<file path="src/rtl/ptq_pkg.sv">
package ptq_pkg;

    localparam int REQ_W       = 3;
    localparam int BYTE_W      = 8;
    localparam int STAT_W      = 2;
    localparam int COUNT_W     = 5;
    localparam int MAXP_W      = 5;
    localparam int TOTAL_W     = 32;
    localparam int IN_TDATA_W  = 16;
    localparam int OUT_TDATA_W = 120;

    // request codes as they arrive on the slave-side tuser
    localparam logic [REQ_W-1:0] REQ_PUSH  = 3'd0;
    localparam logic [REQ_W-1:0] REQ_START = 3'd1;
    localparam logic [REQ_W-1:0] REQ_TICK  = 3'd2;
    localparam logic [REQ_W-1:0] REQ_DONE  = 3'd3;
    localparam logic [REQ_W-1:0] REQ_FLUSH = 3'd4;
    localparam logic [REQ_W-1:0] REQ_CLEAR = 3'd5;

    typedef enum logic [2:0] {
        OP_PUSH  = 3'd0,
        OP_START = 3'd1,
        OP_TICK  = 3'd2,
        OP_DONE  = 3'd3,
        OP_FLUSH = 3'd4,
        OP_CLEAR = 3'd5,
        OP_NOP   = 3'd6
    } t_op;

    typedef enum logic [STAT_W-1:0] {
        STAT_OK     = 2'd0,
        STAT_REJECT = 2'd1,
        STAT_NONE   = 2'd2,
        STAT_DROP   = 2'd3
    } t_status;

    typedef struct packed {
        t_op               op;
        logic [BYTE_W-1:0] data;
        logic              last;
        logic              link;
    } t_cmd;

    typedef struct packed {
        t_status            status;
        logic [COUNT_W-1:0] packet_count;
        logic               none_waiting;
        logic               tx_busy;
        logic [BYTE_W-1:0]  out_byte;
        logic               out_valid;
        logic               out_last;
        logic [TOTAL_W-1:0] push_total;
        logic [TOTAL_W-1:0] pop_total;
        logic [TOTAL_W-1:0] fail_total;
        logic [COUNT_W-1:0] peak_packets;
    } t_result;

endpackage

</file>
<file path="src/rtl/ptq_front.sv">
module ptq_front (
    input  logic                                 i_clk,
    input  logic                                 i_rst_n,
    input  logic                                 i_s_tvalid,
    output logic                                 o_s_tready,
    input  logic [ptq_pkg::IN_TDATA_W-1:0]       i_s_tdata,
    input  logic                                 i_s_tlast,
    input  logic [ptq_pkg::REQ_W-1:0]            i_s_tuser,
    output logic                                 o_valid,
    output ptq_pkg::t_cmd                        o_cmd,
    input  logic                                 i_ready
);

    import ptq_pkg::*;

    logic r_valid;
    logic n_valid;
    t_cmd r_cmd;
    t_cmd n_cmd;
    logic take;

    assign o_s_tready = !r_valid || i_ready;
    assign take       = i_s_tvalid && o_s_tready;

    // decode the request code, unused codes become a no-op
    always_comb begin
        n_cmd.data = i_s_tdata[BYTE_W-1:0];
        n_cmd.link = i_s_tdata[BYTE_W];
        n_cmd.last = i_s_tlast;
        unique case (i_s_tuser)
            REQ_PUSH:  n_cmd.op = OP_PUSH;
            REQ_START: n_cmd.op = OP_START;
            REQ_TICK:  n_cmd.op = OP_TICK;
            REQ_DONE:  n_cmd.op = OP_DONE;
            REQ_FLUSH: n_cmd.op = OP_FLUSH;
            REQ_CLEAR: n_cmd.op = OP_CLEAR;
            default:   n_cmd.op = OP_NOP;
        endcase
    end

    always_comb begin
        n_valid = r_valid;
        if (take) begin
            n_valid = 1'b1;
        end else if (i_ready) begin
            n_valid = 1'b0;
        end
    end

    always_ff @(posedge i_clk) begin
        if (!i_rst_n) begin
            r_valid <= 1'b0;
        end else begin
            r_valid <= n_valid;
        end
        if (take) begin
            r_cmd <= n_cmd;
        end
    end

    assign o_valid = r_valid;
    assign o_cmd   = r_cmd;

endmodule

</file>
<file path="config.mk">
export PLATFORM = sky130hd
export DESIGN_NAME = ptq_front
export DESIGN_NICKNAME = d
export VERILOG_FILES = /design/src/rtl/ptq_pkg.sv /design/src/rtl/ptq_front.sv
export SDC_FILE = /design/constraint.sdc
export NUM_CORES = 1
export LEC_CHECK = 0
export ABC_AREA = 0
export BUFFER_PORTS_ARGS = -buffer_cell sky130_fd_sc_hd__buf_2
export CAP_MARGIN = 40
export CORE_MARGIN = 5
export CORE_UTILIZATION = 35
export CTS_CLUSTER_SIZE = 24
export DETAILED_ROUTE_END_ITERATION = 16
export GPL_TIMING_DRIVEN = 0
export PLACE_DENSITY_LB_ADDON = 0.2
export RECOVER_POWER = 50
export SLEW_MARGIN = 20
export SYNTH_ARGS = -nofsm -noshare
export SYNTH_HDL_FRONTEND = slang
export SYNTH_SLANG_ARGS = --single-unit
</file>
<file path="constraint.sdc">
create_clock -name i_clk -period 1.2 [get_ports i_clk]
set_input_delay 0.06 -clock i_clk [delete_from_list [all_inputs] [get_ports i_clk]]
set_output_delay 0.06 -clock i_clk [all_outputs]
set_load 0.02 [all_outputs]
</file>
* After elaboration in Yosys (flattened, before gate mapping)
Cells that the tools add are included.
Storage, ports and cells: flip-flop bits (word level) 14, bits of input ports 24, output and inout port bits 15
Operators by class: eq/ne operators 5, mux-type cells 3, reductions and logical operators 5
Operators with widths (number):
- 3-bit case mux with 6 select lines | 1
- 3-bit by 2-bit == test with 1-bit output, second input constant | 2
- 3-bit == test, second input constant | 2
- 3-bit by 1-bit == test with 1-bit output, second input constant | 1
- 3-bit logical NOT | 1
- 1-bit 2-to-1 mux | 2
- 2-bit nonzero test | 1
- 1-bit logical AND | 1
- 1-bit logical NOT | 1
- 1-bit logical OR | 1

* Depth between registers and ports, before layout
word-level depth 4, gate-level depth with buffers 2, gate-level depth less buffers 2

* Worst setup path before layout
No wires, ideal clock.
path kind register -> register, start reg r_valid (netlist: o_valid), end reg r_cmd, in the netlist o_cmd[0] (enable), setup time 255 ps, data arrival time 806 ps, required time 945 ps, path slack 139 ps, cell stages (with the launch flop) 3, clock period less this slack 1061 ps, cells stage by stage dfxtp_1 nand2b_4 and2_4
Between the ends: cells in the longest elaborated chain, start to end 3
RTL lines:
- start, declared | line ptq_front.sv:16 | logic r_valid;
- start signal, assigned | line ptq_front.sv:54 | r_valid <= n_valid;
- 1-bit logical NOT | line ptq_front.sv:22 | assign o_s_tready = !r_valid || i_ready;
- 1-bit logical OR | line ptq_front.sv:22
- net o_s_tready | line ptq_front.sv:5 | output logic o_s_tready,
- 1-bit logical AND | line ptq_front.sv:23 | assign take = i_s_tvalid && o_s_tready;
- end signal, assigned | line ptq_front.sv:57 | r_cmd <= n_cmd;
- end, declared | line ptq_front.sv:18 | t_cmd r_cmd;
The timed path passes the listed nets, and every way through them passes these cells. A chain may end at the register's enable or synchronous reset.

* Final worst setup path
start reg r_valid (netlist: o_valid), end reg r_cmd, in the netlist o_cmd[5] (enable)
Between the ends: cells in the longest elaborated chain, start to end 3
RTL lines (line):
- 1-bit logical NOT | ptq_front.sv:22
- 1-bit logical OR | ptq_front.sv:22
- 1-bit logical AND | ptq_front.sv:23
No other way between the ends.

==> parameters.txt <==
Parameter                              Value

Run status
  Outcome    finished, final reports clean

STA
  Worst slew margin    82.5%
  Final max-slew violation count    0
  Final worst clock skew    0.00630 ns
  Setup slack after layout    roughly 0.24 ns
  Final-report hold violation count    0
  Pin slew with the least headroom to its limit    between 0.2 and 0.3 ns
  Final total negative setup slack    0 ns
  Maximum frequency from static timing analysis    1.05 GHz
  Unrepaired setup endpoints after global routing    no
  Final setup vio count    0
  Period utilisation layout    79.6%
  Final critical delay including setup and external delays    ~0.96 ns

Route
  Drt total wl    811 um
  Average routed wire per standard cell    ~10 um
  Detailed-routing iteration count for the pre-antenna-repair pass    1
  DRC violation count after routing    0
  Vias    330
  ANT nets after route    0
  Via-per-instance ratio    4.07
  DRC marker count from the first detailed-route iteration    0

Floorplanning
  Top-Level Pins    39
  Die height    46.4 um
  Initial Utilization    a little over a third
  Die Area    2150 sq um
  Horizontal die dimension    46.4 um
  Number of cell rows    13
  Area inside the core boundary    about 1300 sq um

Power and ir drop
  VDD IR max    0.000722 V
  Total power density per cell area    between 1000 and 1500 nW/um^2
  LEAKAGE    0.314 nW
  Overall Power    0.965 mW

Final layout
  Final std cell area, no fill    about 750 sq um
  Area of combinational cells with multiple inputs    36.3 sq um
  Post-layout nets    91
  Final standard cell count with taps included and fillers excluded    81
  Growth of design area from synthesis to finish    61.9%
  Fraction of layout cells with a size suffix above 1    45.5%
  Area taken by flip-flops and latches    ~410 sq um
  Count of fill cells added during filler insertion    between 100 and 150
  Count of antenna diodes in the layout    0

Global route
  Number of global-route vias before repair    roughly 330
  Initial antenna violation count    0
  Aggregate global routing overflow    0
  Total track usage    under 10%
  Maximum number of pins on one net before global-route repair    14
  Global-route wire length before repair    1190 um

Placed design
  Final weighted congestion in routability-driven placement    a little under 0.6
  Quantity of I/O buffers inserted on ports    31
  Pre-CTS WS    roughly 0.24 ns
  HPWL after detailed placement    between 600 and 700 um
  Cell total after placement    67
  Area post-placement    ~640 sq um

Yosys
  Cell type with the highest aggregate area in the netlist    sky130_fd_sc_hd__edfxtp_1
  Number of flops mapped to enable cells by yosys    13
  Total number of yosys warnings    0
  Average cell area after synthesis    22.0 sq um
  Most instantiated flip-flop cell in the synthesis netlist    sky130_fd_sc_hd__edfxtp_1
  Cell types occupying the most area after synthesis    sky130_fd_sc_hd__edfxtp_1 84%, sky130_fd_sc_hd__dfxtp_1 4.3%, sky130_fd_sc_hd__nand2b_4 3.0%
  Cell with the most instances after synthesis    sky130_fd_sc_hd__edfxtp_1
  Proportion of synthesized flip-flops having asynchronous set or reset    0%
  Seq/Total Area, Yosys    roughly nine tenths
  Netlist area before placement    463 sq um
  Share of Yosys cell area claimed by the top area cell type    84.3%
  Number of nets in the synthesized netlist    45
  Register bit count reported by yosys    14
  Count of distinct cell types in the synthesized netlist    8
  Synth Instances    21
  List of most frequent post-synthesis cells    13 x sky130_fd_sc_hd__edfxtp_1, 2 x sky130_fd_sc_hd__clkbuf_1

Hold path
  Worst min path class    in2reg

Worst setup path
  Critical Path, Cell by Cell    nand2b_2 -> and2_4
  Number of buffers and inverters on the critical path    0
  Kind of critical path    reg2reg
  Kind of cell adding the most delay to the critical path    simple AND/OR/NAND/NOR gates
  Critical Path Slowest Stage Cell    sky130_fd_sc_hd__dfxtp_1
  Required time reported for the critical path endpoint    1.16 ns
  Maximum fanout along the worst path    13
  Flop2flop setup slack    about 0.24 ns
  Type of origin of the critical path    flop
  Crit. End Element    flop
  Arrival time at the worst endpoint    between 0.9 and 1 ns
  Crit path largest cell delay    0.32 ns

CTS
  CTS resizes    0
  Level count of the clock H-tree    1
  Number of clock sinks seen by CTS    14
  Buffer count from post-CTS setup fixing    0
  Clock buffer count from CTS    3
  Clock transition at path regs    0.07 ns
  Source-to-sink clock delay at the later pin of the worst-skew pair    around 0.26 ns
  TritonCTS clock tree    done
  Cell at the root of the clock tree    sky130_fd_sc_hd__clkbuf_4
  Worst-case clock buffer depth    2

Job
  Number of maximum-capacitance violations    0
kinds of logic after synthesis:
| logic type | count (synthesis) | share of synthesized area [%] |
|---|---|---|
| flip-flops | 14 | 88.6 |
| buffers and inverters | 3 | 2.43 |
| AND/OR/NAND/NOR | 2 | 4.86 |
| AO/OA/AOI/OAI | 2 | 4.05 |
cells in the final DEF (no fill, tap or decap), drive strengths merged:
cell and count:
edfxtp 13, buf 24, a21boi 2, nand2b 1
inv 1, and2 1, dfxtp 1, dlygate4sd3 10
clkbuf 13
final timing paths:
check                                     startpoint              endpoint  cells after the start
worst max-delay path            o_valid$_SDFFE_PN0P_    o_cmd[5]$_DFFE_PP_                      2
worst min register to register  o_valid$_SDFFE_PN0P_  o_valid$_SDFFE_PN0P_                      2
worst min-delay path                         i_rst_n  o_valid$_SDFFE_PN0P_                      2
worst max register to register  o_valid$_SDFFE_PN0P_    o_cmd[5]$_DFFE_PP_                      2
cell type report:
class	instances	share of cell area (%)
Sequential cell	14	54.8
Multi-Input combinational cell	4	4.84
Inverter	1	0.501
Buffer	2	1.00
Tap cell	15	2.50
Timing Repair Buffer	41	32.9
Clock buffer	4	3.51
what timing repair did:
action | in CTS | in global routing
hold endpoints to repair | 10 | 0
hold buffers | 10 | 0
setup endpoints to repair | 0 | 0
per-stage QoR:
step                utilization [%]  hold WS [ns]
finish                         59.1        0.0294
global route                   59.1        0.0370
CTS                            60.2        0.0251
detailed placement             50.2         0.238
global placement               50.2         0.238
floorplan                         -         0.159
registers in the layout, summed over array words and instances, names as in the netlist:
signal,cells
o_cmd,13
o_valid,1
layer usage:
layer	routed length, um	track usage, %	vias to the layer above	part of all wire, %
met5	0	0	-	0
met4	0	3.41	0	0
met3	95	3.52	0	12
met2	431	15.1	17	53
met1	284	7.18	147	35
li1	-	-	166	-
power breakdown:
| part | switching, mW | leakage, nW | internal (mW) |
|---|---|---|---|
| clock | 0.130 | 0.0150 | 0.128 |
| combinational | 0.0712 | 0.164 | 0.0629 |
| sequential | 0.00645 | 0.134 | 0.566 |
Note: power is estimated with default switching activity, not from simulation.
