### src/rtl/ptq_pkg.sv
package ptq_pkg;

    localparam int REQ_W       = 3;
    localparam int BYTE_W      = 8;
    localparam int STAT_W      = 2;
    localparam int COUNT_W     = 5;
    localparam int MAXP_W      = 5;
    localparam int TOTAL_W     = 32;
    localparam int IN_TDATA_W  = 16;
    localparam int OUT_TDATA_W = 120;

    // request codes as they arrive on the slave-side tuser
    localparam logic [REQ_W-1:0] REQ_PUSH  = 3'd0;
    localparam logic [REQ_W-1:0] REQ_START = 3'd1;
    localparam logic [REQ_W-1:0] REQ_TICK  = 3'd2;
    localparam logic [REQ_W-1:0] REQ_DONE  = 3'd3;
    localparam logic [REQ_W-1:0] REQ_FLUSH = 3'd4;
    localparam logic [REQ_W-1:0] REQ_CLEAR = 3'd5;

    typedef enum logic [2:0] {
        OP_PUSH  = 3'd0,
        OP_START = 3'd1,
        OP_TICK  = 3'd2,
        OP_DONE  = 3'd3,
        OP_FLUSH = 3'd4,
        OP_CLEAR = 3'd5,
        OP_NOP   = 3'd6
    } t_op;

    typedef enum logic [STAT_W-1:0] {
        STAT_OK     = 2'd0,
        STAT_REJECT = 2'd1,
        STAT_NONE   = 2'd2,
        STAT_DROP   = 2'd3
    } t_status;

    typedef struct packed {
        t_op               op;
        logic [BYTE_W-1:0] data;
        logic              last;
        logic              link;
    } t_cmd;

    typedef struct packed {
        t_status            status;
        logic [COUNT_W-1:0] packet_count;
        logic               none_waiting;
        logic               tx_busy;
        logic [BYTE_W-1:0]  out_byte;
        logic               out_valid;
        logic               out_last;
        logic [TOTAL_W-1:0] push_total;
        logic [TOTAL_W-1:0] pop_total;
        logic [TOTAL_W-1:0] fail_total;
        logic [COUNT_W-1:0] peak_packets;
    } t_result;

endpackage

### src/rtl/ptq_queue.sv
module ptq_queue #(
    parameter int DEPTH = 2
) (
    input  logic          i_clk,
    input  logic          i_rst_n,
    input  logic          i_push,
    input  ptq_pkg::t_cmd i_cmd,
    output logic          o_in_ready,
    input  logic          i_pop,
    output ptq_pkg::t_cmd o_cmd,
    output logic          o_out_valid
);

    import ptq_pkg::*;

    localparam int PW = (DEPTH > 1) ? $clog2(DEPTH) : 1;
    localparam int NW = $clog2(DEPTH + 1);

    t_cmd          r_mem [DEPTH];
    logic [PW-1:0] r_wr_ptr;
    logic [PW-1:0] r_rd_ptr;
    logic [NW-1:0] r_count;
    logic [PW-1:0] n_wr_ptr;
    logic [PW-1:0] n_rd_ptr;
    logic [NW-1:0] n_count;
    logic          do_push;
    logic          do_pop;

    assign o_in_ready  = (r_count != NW'(DEPTH));
    assign o_out_valid = (r_count != '0);
    assign do_push     = i_push && o_in_ready;
    assign do_pop      = i_pop && o_out_valid;
    assign o_cmd       = r_mem[r_rd_ptr];

    always_comb begin
        n_wr_ptr = r_wr_ptr;
        n_rd_ptr = r_rd_ptr;
        n_count  = r_count;
        if (do_push) begin
            n_wr_ptr = (r_wr_ptr == PW'(DEPTH - 1)) ? '0 : r_wr_ptr + 1'b1;
        end
        if (do_pop) begin
            n_rd_ptr = (r_rd_ptr == PW'(DEPTH - 1)) ? '0 : r_rd_ptr + 1'b1;
        end
        if (do_push && !do_pop) begin
            n_count = r_count + 1'b1;
        end else if (do_pop && !do_push) begin
            n_count = r_count - 1'b1;
        end
    end

    always_ff @(posedge i_clk) begin
        if (!i_rst_n) begin
            r_wr_ptr <= '0;
            r_rd_ptr <= '0;
            r_count  <= '0;
        end else begin
            r_wr_ptr <= n_wr_ptr;
            r_rd_ptr <= n_rd_ptr;
            r_count  <= n_count;
        end
        if (do_push) begin
            r_mem[r_wr_ptr] <= i_cmd;
        end
    end

endmodule

### config.mk
export PLATFORM = sky130hd
export DESIGN_NAME = ptq_queue
export DESIGN_NICKNAME = d
export VERILOG_FILES = /design/src/rtl/ptq_pkg.sv /design/src/rtl/ptq_queue.sv
export SDC_FILE = /design/constraint.sdc
export NUM_CORES = 1
export LEC_CHECK = 0
export BUFFER_PORTS_ARGS = -buffer_cell sky130_fd_sc_hd__clkbuf_2
export CAP_MARGIN = 10
export CORE_MARGIN = 1.5
export CORE_UTILIZATION = 50
export CTS_CLUSTER_SIZE = 10
export DETAILED_ROUTE_END_ITERATION = 12
export PLACE_DENSITY_LB_ADDON = 0.2
export SLEW_MARGIN = 25
export SYNTH_ARGS = -nofsm -noshare
export SYNTH_HDL_FRONTEND = slang
export SYNTH_SLANG_ARGS = --single-unit
### constraint.sdc
create_clock -name i_clk -period 1.9 [get_ports i_clk]
set_input_delay 0.38 -clock i_clk [delete_from_list [all_inputs] [get_ports i_clk]]
set_output_delay 0.38 -clock i_clk [all_outputs]
set_load 0.01 [all_outputs]
# == After elaboration in Yosys (flattened, before gate mapping) ==
# Memory sizes are Yosys's and may differ from the RTL's. A register that Yosys moved wholly into a read port is not among the register bits.
# Index checks and enable logic that the tools add are counted.
# totals
reg_bits,4
latchBits,0
mem_bits_rw,26
mem_bits_ro,0
in_bits,17
out_inout_bits,15
elab_cells,25
n_memories,1
# classes
add_sub_neg,4
multipliers,0
div,0
n_lt_le_gt_ge,0
n_eq_ne,1
n_shift,0
muxes,8
bitwise,0
n_reduce_logical,8
# mem_list
memory,depth,word_bits,rd,rd_ports_with_merged_regs,write_ports,line_no,rtl
r_mem,2,13,1,1,1,ptq_queue.sv:19,t_cmd r_mem [DEPTH];
# op_table
cell,n
2-to-1 mux 1 bit,6
logical AND 1 bit,4
2-to-1 mux 2 bit,2
nonzero test 2 bit,2
"adder 1 bit, second input constant",2
"adder 2 x 1 -> 2 bit, second input constant",1
logical NOT 1 bit,2
"inequality test 2 bit, second input constant",1
"subtractor 2 x 1 -> 2 bit, second input constant",1

# == Depth between registers and ports, before layout ==
# Gate-level depths: netlist of run 1.
# logic_depth
word_depth,6
ltp_mapped,6
mapped_depth_nobuf,6

# == Worst setup path before layout of run 1 ==
# No wires, ideal clock.
# synth_path
kind,register to register
startpoint,reg r_count[0]
endpoint,reg r_count[1]
setup_ns,0.070
arrival_ns,1.431
required_time_ns,1.830
slack_ns,0.400
path_stages_with_launch,6
path_buffers,0
synth_period_minus_slack_ns,1.500
cell_sequence,dfxtp_1 -> nand2b_4 -> and2_1 -> ha_1 -> or3_1 -> a21boi_1
# synth_via
elab_chain_cells,5
word_cells_on_any_way,13
classes_between,2 x add/sub; 1 x eq/ne; 2 x mux; 8 x reduce/logical
# synth_rtl
item,line_no,rtl
"start, declared",ptq_queue.sv:22,logic [NW-1:0] r_count;
"start signal, assigned",ptq_queue.sv:60,r_count <= n_count;
inequality test 2 bit *,ptq_queue.sv:29,assign o_in_ready = (r_count != NW'(DEPTH));
via o_in_ready,ptq_queue.sv:8,"output logic o_in_ready,"
logical AND 1 bit *,ptq_queue.sv:31,assign do_push = i_push && o_in_ready;
via do_push,ptq_queue.sv:26,logic do_push;
logical NOT 1 bit,ptq_queue.sv:47,end else if (do_pop && !do_push) begin
logical AND 1 bit,ptq_queue.sv:47,
nonzero test 2 bit (no line),n/a,
# The timed path passes the listed nets; every way through them passes the cells marked *. The select of a mux whose other input is x is not followed.
# A chain may end at the register's enable or synchronous reset.

==> impl_metrics.toml, run 1 <==
[run_status]
run_status = "completed"

[worst_setup_path]
rrSetupSlack_ns = 0.32
critical_path_peak_fanout = 10
start_kind = "flop"
required_ns = 1.52
worstSetupEndpointType = "output port"
arrival_ns = 1.40
path_class = "flop to output port"

[synth]
syn_inst = 64
synth_nets = 82
yosys_warnings = 0
netlist_area_sq_um = 1170
ys_types = 19
ys_ff_latch = 31
postSynthAreaPerCell_sq_um = 18.4
seq_area_frac_synth = 0.750

[floorplanning]
io_pins = 32
start_util = 0.531
dieArea_sq_um = 2650
rows = 17
dieHeight_microns = 51.5
core-area_sq_um = 2210
die-width_microns = 51.5

[grt]
antenna_found_initial = 0
overflow = 0
first_global_vias = 629
grt_use_total = 0.158
grt_start_max_net_pins = 14
grt_pass1_wl_microns = 2750

[sta]
relSlewSlack = 0.663
rsz0062_at_grt = "no"
finalHoldViolations = 0
slew_violations = 0
tightestPinTransition_ns = 0.505
setup_tns_ns = 0
skew_ns = 0.00843
setup_viol = 0
min_period_ns = 1.78
fin_crit_sh = 0.934
max_freq_mhz = 563
layout_setup_ws_ns = 0.125
hold_slack_ns = 0.239

[clock_network]
clk_latency_ns = 0.32
numCtsBuffers = 5
clock-sinks = 31
tritoncts = "built"
postCtsHoldBufs = 0
cts_setup_buffers = 0
cts_max_path_buffers = 2
clkTransAtPathRegs_ns = 0.09
root_buffer = "clkbuf_4"
cts_max_level = 2

[final_layout]
final_core_util = 0.646
area_growth_pct = 21.6
final_layout_size_suffix_gt1_frac = 0.529
nFillCells = 184
antenna_cells = 0
final_area_sq_um = 1430
nNetsFinal = 121

[routing]
drt-met1-wl_microns = 651
dr_total_vias = 639
ant_nets = 0
via_per_inst = 4.84
wl_met3_microns = 150
highest_layer = "met4"
wl_met2_microns = 846
wl_per_cell_microns = 12.8
drc = 0
drt_iter0_drc = 8
dr.pass1.iters = 4
wirelength_microns = 1690

[hold_path]
hold_class = "input pin to flop"

[place]
post-place-ws_ns = 0.310
io_buffers = 31
place_area_sq_um = 1380
gp_congestion = 0.650

[flow_run]
maxCapViolCount = 0

[power]
p_per_area_nw_per_um2 = 1250
leakage_nw = 0.565
ir_worst_vdd_v = 0.000935
-- worst paths after layout --
path | from | end | cells after the start
hold reg to reg | r_count[1] | r_count[1] | 2
setup / recovery | flop | o_cmd[9] | 3
hold / removal | i_cmd[5] | r_mem[1][5] | 1
setup reg to reg | r_count[0] | r_count[1] | 5
-- report_power, final --
part,internal (mW),switching [mW]
combinational,0.285,0.251
clock,0.139,0.198
sequential,0.857,0.0569
total,1.28,0.506
-- registers in the layout, indices dropped and copies added, names as in the netlist, named ones only --
signal    cells
r_mem        26
r_rd_ptr      1
r_count       2
r_wr_ptr      1
-- synthesized netlist by cell type --
cell / instances / share of area
a21bo_2: 1 / 0.0085
a21boi_0: 1 / 0.0064
a21boi_1: 1 / 0.0064
and2_1: 4 / 0.021
and3_1: 1 / 0.0053
buf_2: 1 / 0.0043
dfxtp_1: 5 / 0.085
edfxtp_1: 26 / 0.66
ha_1: 1 / 0.011
inv_1: 1 / 0.0032
mux2_2: 13 / 0.12
nand2b_4: 1 / 0.012
nand3b_1: 1 / 0.0064
o21ai_0: 1 / 0.0043
o21ai_1: 1 / 0.0043
or2_2: 1 / 0.0053
or3_1: 1 / 0.0053
xnor2_1: 2 / 0.015
xor2_1: 1 / 0.0075
-- metrics by stage --
step,total power [mW],cells
floorplan,1.28,64
global placement,1.45,124
detailed placement,1.47,124
CTS,1.81,132
global route,1.92,132
finish,1.79,132
-- worst max-delay path, cell delays in order (launching register included) --
cell and delay (ns):
dfxtp_1 0.43, buf_6 0.18, mux2_2 0.34, clkbuf_2 0.13
-- cell usage in the layout, fill, tap and decap left out, drive strengths merged, types with 2 or more instances in the layout --
master	instances
clkinv	2
clkbuf	37
o21ai	2
dfxtp	5
and2	4
mux2	13
edfxtp	26
xnor2	2
a21boi	2
buf	2
-- repair_timing --
action	4_1_cts	5_1_grt
gates resized for setup	0	1
hold endpoints to repair	0	0
setup endpoints to repair	0	1
-- cell type report --
class | instances | area [sq um] | share of cell area
Clock buffer | 6 | 41.3 | 0.0289
Multi-Input combinational cell | 31 | 285 | 0.200
Inverter | 1 | 3.75 | 0.00263
Timing Repair Buffer | 33 | 174 | 0.122
Sequential cell | 31 | 881 | 0.616
Clock inverter | 2 | 8.76 | 0.00613
Tap cell | 28 | 35.0 | 0.0245
-- per-layer routing --
metal	global-route usage	up-vias
li1	-	320
met1	0.175	290
met2	0.237	24
met3	0.0965	5
met4	0.0789	0
met5	0	-
-- logic make-up (layout without fill, tap and decap cells) --
kind of cell,Yosys count,in the layout,synth area share
AO/OA/AOI/OAI,5,5,0.0298
XOR/XNOR,3,3,0.0224
adder cells (fa/ha/maj),1,1,0.0106
buffers and inverters,2,42,0.00745
flip-flops,31,31,0.750
multiplexers,13,13,0.125
AND/OR/NAND/NOR,9,9,0.0554
(Power assumes the default switching activity.)
==> run 2: changes to the inputs <==
Settings changed: REMOVE_ABC_BUFFERS set to 1.
==> impl_metrics.toml, run 2 (synthesis results as in run 1) <==
[place]
gp_congestion = 0.584
dp_cells = 124
io_buffers = 31
dp_hpwl_microns = 1270

[hold_path]
min_from = "i_cmd[0]"
hold_end = "r_mem[0][0]"
hold_depth = 1
hold_class = "input pin to flop"

[worst_setup_path]
r2r_cells = 5
path_buf_inv = 2
path_class = "flop to output port"
crit_slowest_cell = "mux2_2"
critical-path-top-delay-family = "multiplexers"
reg2reg_to = "r_count[1]"
required_ns = 1.52
critical_path_peak_fanout = 13
crit_chain = "buf_4 > mux2_2 > clkbuf_2"
rr_startpoint = "r_count[0]"
slowest_delay_ns = 0.36
start_kind = "flop"
arrival_ns = 1.32
rrSetupSlack_ns = 0.33
worstSetupEndpointType = "output port"

[routing]
via_per_inst = 4.92
drt_iter0_drc = 0
drc = 0
wl_per_cell_microns = 13.2
dr_total_vias = 645
wirelength_microns = 1730
dr.pass1.iters = 1
ant_nets = 0

[grt]
grt_pass1_wl_microns = 2680
grt_use_total = 0.152
overflow = 0
antenna_found_initial = 0
first_global_vias = 652
grt_start_max_net_pins = 14

[power]
netSwitchingPower_mw = 0.501
clockPowerShare = 0.185
share_comb_of_total_power = 0.305
p_seq_frac = 0.510
swShare = 0.282
ir_worst_vdd_v = 0.000826
cell_internal_pwr_mw = 1.28
leakage_nw = 0.560
p_per_area_nw_per_um2 = 1250

[final_layout]
antenna_cells = 0
final_layout_size_suffix_gt1_frac = 0.524
largest_reg_flops = 26
instances_no_fill = 131
reg_top3 = "r_mem: 26 flops, r_count: 2 flops"
mostFrequentLayoutCell = "clkbuf_2"
final_cell_mix = "31 x clkbuf_2, 26 x edfxtp_1, 13 x mux2_2"
area_growth_pct = 20.9
nFillCells = 177
largest_register = "r_mem"
nNetsFinal = 121

[sta]
min_period_ns = 1.70
max_freq_mhz = 587
finalHoldViolations = 0
setup_viol = 0
relSlewSlack = 0.655
fin_crit_sh = 0.896
slew_violations = 0
skew_ns = 0.00771
setup_tns_ns = 0
rsz0062_at_grt = "no"
tightestPinTransition_ns = 0.517

[clock_network]
clkTransAtPathRegs_ns = 0.09
cts_max_level = 2
cts_setup_buffers = 0
postCtsHoldBufs = 0
tritoncts = "built"
cts_max_path_buffers = 2
clock-sinks = 31
clk_latency_ns = 0.31
numCtsBuffers = 5
cts_resized = 0
root_buffer = "clkbuf_4"

[flow_run]
maxCapViolCount = 0

[floorplanning]
core-area_sq_um = 2210
rows = 17
dieArea_sq_um = 2650
start_util = 0.531
dieHeight_microns = 51.5
die-width_microns = 51.5
io_pins = 32

[run_status]
run_status = "completed"
## run 2: power groups by stage
stage / clock (mW) / sequential, mW / combinational, mW
after global routing: 0.369 / 0.919 / 0.598
after floorplan: 0 / 0.933 / 0.342
final: 0.329 / 0.907 / 0.542
after detailed placement: 0 / 0.925 / 0.551
after CTS: 0.337 / 0.909 / 0.554
after global placement: 0 / 0.912 / 0.536
## run 2: through the flow
stage	util	area [sq um]	hold slack (ns)	power [mW]	setup slack [ns]
finish	0.642	1420	0.248	1.78	0.197
global route	0.642	1420	0.226	1.89	0.128
CTS	0.642	1420	0.232	1.80	0.178
detailed placement	0.622	1380	0.560	1.48	0.338
global placement	0.622	1380	0.527	1.45	0.396
floorplan	-	1170	0.479	1.28	0.400
## run 2: layout make-up
cell class | count | area [sq um] | share of cell area
clock buffer | 7 | 45.0 | 0.0317
multi-input combinational | 31 | 285 | 0.201
tap | 28 | 35.0 | 0.0247
timing repair buffer | 33 | 170 | 0.120
sequential | 31 | 881 | 0.620
inverter | 1 | 3.75 | 0.00264
## run 2: worst max path at each step
stage,startpoint,endpoint,slack (ns),cells after the start
CTS,flop,o_cmd[12],0.18,3
global route,flop,o_cmd[12],0.13,3
floorplan,r_count[0],r_count[1],0.40,5
finish,flop,o_cmd[12],0.20,3
global placement,r_count[0],r_count[1],0.40,5
detailed placement,r_count[0],r_count[1],0.34,5
## run 2: metal layers
metal / vias up / share of wire / wire (microns) / track usage
met2: 22 / 0.51 / 875 / 0.246
met5: - / 0 / 0 / 0
met1: 301 / 0.41 / 713 / 0.160
met3: 5 / 0.060 / 103 / 0.0556
met4: 0 / 0.022 / 38 / 0.118
li1: 317 / - / - / -
